<file path="config.mk">
export PLATFORM = sky130hd
export DESIGN_NAME = rwlt_front
export DESIGN_NICKNAME = d
export VERILOG_FILES = /design/src/hw/rtl/rwlt_pkg.sv /design/src/hw/rtl/rwlt_front.sv
export SDC_FILE = /design/constraint.sdc
export NUM_CORES = 1
export LEC_CHECK = 0
export BUFFER_PORTS_ARGS = -buffer_cell sky130_fd_sc_hd__buf_2
export CORE_UTILIZATION = 33
export CTS_BUF_LIST = sky130_fd_sc_hd__clkbuf_4
export DETAILED_ROUTE_END_ITERATION = 8
export MAX_ROUTING_LAYER = met4
export PLACE_DENSITY = 0.5
export SLEW_MARGIN = 20
export SYNTH_ARGS = -nofsm -noshare
export SYNTH_HDL_FRONTEND = slang
export SYNTH_SLANG_ARGS = --single-unit
</file>
<file path="constraint.sdc">
create_clock -name i_clk -period 2.3 [get_ports i_clk]
set_input_delay 0.115 -clock i_clk [delete_from_list [all_inputs] [get_ports i_clk]]
set_output_delay 0.115 -clock i_clk [all_outputs]
set_load 0.005 [all_outputs]
</file>
<file path="src/hw/rtl/rwlt_pkg.sv">
// ----------------------------------------------------------------------------
// Reader/writer lock table package
// Shared types, codes and constants of the lock table.
// ----------------------------------------------------------------------------
package rwlt_pkg;

    localparam int LockSlotsDefault = 32;
    localparam int WaitDepthDefault = 8;
    localparam int QueueDepth       = 4;

    typedef enum logic [2:0] {
        OP_CREATE       = 3'd0,
        OP_READ_LOCK    = 3'd1,
        OP_WRITE_LOCK   = 3'd2,
        OP_READ_UNLOCK  = 3'd3,
        OP_WRITE_UNLOCK = 3'd4,
        OP_DELETE       = 3'd5,
        OP_STOP         = 3'd6,
        OP_NONE         = 3'd7
    } t_op;

    typedef enum logic [3:0] {
        RC_CREATED       = 4'd0,
        RC_TABLE_FULL    = 4'd1,
        RC_READ_GRANTED  = 4'd2,
        RC_WRITE_GRANTED = 4'd3,
        RC_NOT_FOUND     = 4'd4,
        RC_RUNLOCK_REF   = 4'd5,
        RC_READ_UNLOCKED = 4'd6,
        RC_WRITE_UNLOCKED = 4'd7,
        RC_DELETE_BUSY   = 4'd8,
        RC_DELETED       = 4'd9,
        RC_STOPPED       = 4'd10,
        RC_QUEUE_FULL    = 4'd11
    } t_code;

    typedef enum logic [1:0] {
        MODE_FREE  = 2'd0,
        MODE_WRITE = 2'd1,
        MODE_READ  = 2'd2
    } t_mode;

    typedef struct packed {
        logic [2:0]  operation;
        logic [15:0] lock_id;
        logic [15:0] requester_id;
    } t_req;

    typedef struct packed {
        logic [15:0] reply_to;
        logic        success;
        logic [3:0]  reply_code;
        logic        last;
    } t_rsp;

    typedef enum logic [2:0] {
        ST_IDLE,
        ST_SEARCH,
        ST_EXEC,
        ST_DRAIN_RD,
        ST_DRAIN_WAIT,
        ST_REPLY
    } t_state;

endpackage

</file>
<file path="src/hw/rtl/rwlt_front.sv">
// ----------------------------------------------------------------------------
// Lock table front end
// Accepts request beats, drops them after a stop or when they carry no operation, and queues the rest.
// ----------------------------------------------------------------------------
module rwlt_front
    import rwlt_pkg::*;
(
    input  logic i_clk,
    input  logic i_rst_n,
    input  logic i_valid,
    output logic o_ready,
    input  t_req i_req,
    output logic o_q_valid,
    input  logic i_q_ready,
    output t_req o_q_req
);

    localparam int Aw = $clog2(QueueDepth);

    t_req           r_mem [QueueDepth];
    logic [Aw-1:0]  r_wp, r_rp;
    logic [Aw:0]    r_cnt;
    logic           r_stopped;
    logic           w_acc, w_push, w_pop, w_drop;

    assign o_ready   = (r_cnt != (Aw+1)'(QueueDepth));
    assign w_acc     = i_valid && o_ready;
    assign w_drop    = r_stopped || (t_op'(i_req.operation) == OP_NONE);
    assign w_push    = w_acc && !w_drop;
    assign o_q_valid = (r_cnt != '0);
    assign w_pop     = o_q_valid && i_q_ready;
    assign o_q_req   = r_mem[r_rp];

    always_ff @(posedge i_clk) begin
        if (w_push) begin
            r_mem[r_wp] <= i_req;
        end
        if (!i_rst_n) begin
            r_wp      <= '0;
            r_rp      <= '0;
            r_cnt     <= '0;
            r_stopped <= 1'b0;
        end else begin
            if (w_push) begin
                r_wp <= (r_wp == Aw'(QueueDepth-1)) ? '0 : r_wp + 1'b1;
            end
            if (w_pop) begin
                r_rp <= (r_rp == Aw'(QueueDepth-1)) ? '0 : r_rp + 1'b1;
            end
            r_cnt <= r_cnt + (Aw+1)'(w_push) - (Aw+1)'(w_pop);
            if (w_push && t_op'(i_req.operation) == OP_STOP) begin
                r_stopped <= 1'b1;
            end
        end
    end

endmodule

</file>
======== Yosys cells after proc, flatten, opt, wreduce, memory -nomap -nowiden ========
Memories as Yosys holds them, arrays and structs flattened. A register that Yosys moved wholly into a read port is not among the register bits.
Index checks and enable logic that the tools add are counted.
storage, ports and cells
  bits in registers ....................... 8
  memory bits (writable) .................. 140
  bits of input ports ..................... 39
  output and inout port bits .............. 37
  word-level logic and storage cells ...... 27
  memories kept ........................... 1
memory list
  memory  depth  bits a word  read ports  clocked after Yosys merged registers in  write ports  line              RTL
  r_mem   4      35           1           1                                        1            rwlt_front.sv:20  t_req r_mem [QueueDepth];
cells by class
  $add $sub $neg .......................... 4
  eq/ne operators ......................... 5
  muxes and demuxes ....................... 6
  reductions and logical operators ........ 7
operators by type and width
  cell                   number
  $mux W2                4
  $eq A3 B3 Y1 const B   2
  $add A2 B1 Y2 const B  2
  $eq A2 B2 Y1 const B   2
  $logic_and A1 B1 Y1    4
  $add A3 B1 Y3          1
  $ne A3 B3 Y1 const B   1
  $reduce_bool A3 Y1     1
  $sub A3 B1 Y3          1
  $mux W1                2
  $logic_not A1 Y1       1
  $logic_or A1 B1 Y1     1

======== Longest topological paths before layout ========
  depth in word-level cells ............... 6
  mapped depth ............................ 11
  mapped depth without buffers ............ 11

======== Worst setup path before layout ========
OpenSTA, ideal clock, no wires.
  path kind ............................... register to register
  from .................................... reg r_cnt[1]
  to ...................................... reg r_cnt[2]
  setup time .............................. 0.115 ns
  data arrival time ....................... 2.204 ns
  required time ........................... 2.185 ns
  slack ................................... -0.019 ns
  cell stages (with the launch flop) ...... 12
  path buffers ............................ 0
  cell sequence ........................... dfxtp_1 nor3b_2 a311oi_4 inv_2 ha_1 inv_1 ha_1 inv_1 fa_1 xnor2_1 xnor2_1 and2_1
between the ends
  cells in the longest elaborated chain, start to end .. 5
  elaborated cells between the ends (all ways) .. 7
  classes of those cells .................. 2 x add/sub; 1 x eq/ne; 4 x reduce/logical
RTL lines
  what                      line              RTL
  start: declaration        rwlt_front.sv:22  logic [Aw:0] r_cnt;
  start signal: assignment  rwlt_front.sv:50  r_cnt <= r_cnt + (Aw+1)'(w_push) - (Aw+1)'(w_pop);
  $ne A3 B3 Y1              rwlt_front.sv:26  assign o_ready = (r_cnt != (Aw+1)'(QueueDepth));
  $logic_and A1 B1 Y1       rwlt_front.sv:27  assign w_acc = i_valid && o_ready;
  $logic_and A1 B1 Y1       rwlt_front.sv:29  assign w_push = w_acc && !w_drop;
  $add A3 B1 Y3             rwlt_front.sv:50
  $sub A3 B1 Y3 (*)         rwlt_front.sv:50
Mark *: on every way between the ends. The rest lies on a longest branch, timed or not.
A chain may end at the register's enable or synchronous reset.

======== Worst setup path after layout ========
  from .................................... reg r_cnt[2]
  to ...................................... reg r_cnt[2]
The elaborated chain is that of the path after synthesis.

==> reports/qor.yml <==
sta:
  fmax_ghz: 0.456
  clock_skew_ns: 0.0172
  rsz0062_at_grt: "no"
  period_needed_ns: 2.19
  drv_slew: 0
  fin_crit_sh: 0.954
  tightest_slew_ns: 0.510
  max_slew_margin: 0.660
  setup-violations-final: 0
  fin_tns_setup_ns: 0
  final-hold-violation-count: 0
final_layout:
  fill_cells: 1527
  nets: 424
  final_common_cell: "edfxtp_1"
  area_growth_pct: 26.2
  final_cell_mix: "edfxtp_1, buf_2, dlygate4sd3_1, mux4_2, clkbuf_4"
  n_antenna_cell: 0
  seq_area_um2: 4420
  layout-drive-gt1-share: 0.454
  design_area_um2: 7070
  multi_input_area_um2: 1170
logic_synthesis:
  synth_seq_cells: 150
  synthCells: 238
  synth_edf_count: 140
  synth.largest_area_cell: "edfxtp_1"
  yosys-top-cells-area: "edfxtp_1, mux4_2, dfxtp_1"
  syn_area_per_cell_um2: 23.6
  synth_top_area_share: 0.750
  synth.distinct_cells: 25
  syn_area_um2: 5610
  synth_top_flop_cell: "edfxtp_1"
  yosysSeqAreaShare: 0.786
  ys_async_sr_fraction: 0
  syn_nets: 285
  synth-warning-count: 0
placed_design:
  place_hpwl_mm: 6.06
  place_area_um2: 6340
  gp_congestion: 0.686
  portBuffers: 75
floorplan:
  ios: 76
  die_area_um2: 17500
  initial_core_util: 0.338
  fp.dieH_um: 132
  design.core.area_um2: 16600
  die_x_um: 132
  row_count: 47
clock_tree:
  htreeDepth: 4
  numCtsBuffers: 17
  cts_max_path_buffers: 2
  clkLatencyLatePin_ns: 0.55
  tritoncts: "built"
  cts-root-buf: "clkbuf_4"
  cts.sinks: 150
  clkTransAtPathRegs_ns: 0.13
power:
  power.leakage_uw: 0.00240
  power_density_nw_per_um2: 910
  swShare: 0.275
  total_power_uw: 6440
  p_switching_uw: 1770
  clockPowerShare: 0.239
  power_frac_comb: 0.227
  p_seq_frac: 0.533
  ir_drop_mv: 0.542
  p_int_uw: 4670
worst_setup_path:
  endpoint: "r_cnt[2]$_SDFF_PN0_"
  critPathKind: "reg -> reg"
  end_kind: "flop"
  worst-r2r-cell-count: 11
  crit_chain: "nor3b_4 > a311oi_4 > inv_2 > ha_4 > inv_2 > ha_4 > inv_2 > fa_2 > xnor2_2 > xnor2_1 > and2_1"
  arrival_ns: 2.65
  worstSetupStartpointType: "flop"
  r2r_end: "r_cnt[2]$_SDFF_PN0_"
  crit_path_top_delay_cell: "fa_2"
  r2r-start: "r_cnt[2]$_SDFF_PN0_"
  crit_fanout: 3
  path_common_cell: "inv_2"
  worst_path_largest_cell_delay_ns: 0.39
  critPathLaunch: "r_cnt[2]$_SDFF_PN0_"
  r2r_slack_ns: 0.11
  cp.required_ns: 2.76
global_route:
  grt_usage: 0.125
  grt_start_max_net_pins: 21
  antenna_found_initial: 0
  grt_pass1_vias: 2855
  overflow: 0
  grt_pass1_wl_mm: 15.4
hold_path:
  worstHoldPathType: "in -> reg"
run:
  cap_violations: 0
route:
  avgViaCountPerCell: 4.47
  routedWlPerCell_um: 16.3
  drcViolationCount: 0
  route.met3.wl_um: 374
  drt_iter0_markers: 101
  first_pass_iters: 4
  route.met2.wl_mm: 4.87
  top_layer_used: "met4"
  num_vias: 2729
  drt-met1-wl_mm: 4.49
  wirelength_mm: 9.91
  drtAntennaViolNets: 0
outcome:
  status: "complete, no violations"
flip-flops by register name, summed over array words and instances, names as in the netlist, named ones only:
name,flops
r_mem,140
r_cnt,3
r_rp,2
r_wp,2
r_stopped,1
per-layer routing:
layer | vias up | global-route usage
li1 | 1270 | -
met1 | 1384 | 0.150
met2 | 62 | 0.195
met3 | 13 | 0.0373
met4 | 0 | 0.0575
met5 | - | -
cell usage after synthesis (2+ instances only):
master    number
xnor2_1        2
mux2i_1        3
buf_2          3
ha_1           7
buf_6          3
and2_1         6
inv_1          6
nor2b_1        2
dfxtp_1       10
clkbuf_1       2
nand2_1        6
or3_1          2
mux4_2        35
edfxtp_1     140
cell type report:
type / instances / share of cell area
sequential: 150 / 0.625
multi-input combinational: 72 / 0.165
timing repair buffer: 129 / 0.129
tap: 220 / 0.0389
clock inverter: 15 / 0.0205
clock buffer: 17 / 0.0180
inverter: 7 / 0.00372
metrics by stage:
step	setup slack [ns]	std cells	hold WS, ns	util
3_3_place_gp	0.0921	538	0.328	0.382
2_1_floorplan	0.0362	238	0.214	-
4_1_cts	0.0381	608	0.100	0.422
5_1_grt	0.0175	610	0.106	0.426
3_5_place_dp	0.0722	538	0.332	0.382
6_report	0.106	610	0.146	0.426
critical path, delay by kind of cell, from the launching register on:
| family | cells | cell delay, ns |
|---|---|---|
| buffers and inverters | 3 | 0.16 |
| flip-flops | 1 | 0.37 |
| adder cells (fa/ha/maj) | 3 | 0.71 |
| XOR/XNOR | 2 | 0.28 |
| AND/OR/NAND/NOR | 2 | 0.29 |
| AO/OA/AOI/OAI | 1 | 0.29 |
logic make-up after synthesis:
family,synth area share
buffers and inverters,0.0161
XOR/XNOR,0.00313
multiplexers,0.146
adder cells (fa/ha/maj),0.0192
AO/OA/AOI/OAI,0.00960
flip-flops,0.786
AND/OR/NAND/NOR,0.0203
timing repair:
| action | in CTS | in global routing |
|---|---|---|
| pin swaps | 0 | 6 |
| setup endpoints to repair | 17 | 1 |
| gates resized for setup | 1 | 14 |
| hold endpoints to repair | 150 | 0 |
| setup buffers | 0 | 2 |
| hold buffers | 38 | 0 |
worst min-delay path by stage:
stage                     startpoint                endpoint  slack (ns)  cells after the start
after CTS                    i_valid    r_wp[0]$_SDFFE_PN0P_         0.1                      5
after global placement      i_req[1]   r_mem[1][1]$_DFFE_PP_        0.33                      1
after floorplan             i_req[0]   r_mem[0][0]$_DFFE_PP_        0.21                      0
after detailed placement   i_req[23]  r_mem[1][23]$_DFFE_PP_        0.33                      1
final                        i_valid    r_wp[0]$_SDFFE_PN0P_        0.15                      5
after global routing         i_valid    r_wp[0]$_SDFFE_PN0P_        0.11                      5
power by group through the flow:
stage / registers [uW] / clock network (uW) / logic [uW]
6_report: 3430 / 1540 / 1460
5_1_grt: 3470 / 1730 / 1600
4_1_cts: 3420 / 1610 / 1410
3_5_place_dp: 3480 / 0 / 1360
3_3_place_gp: 3460 / 0 / 1360
2_1_floorplan: 3400 / 0 / 861
(Power assumes the default switching activity.)
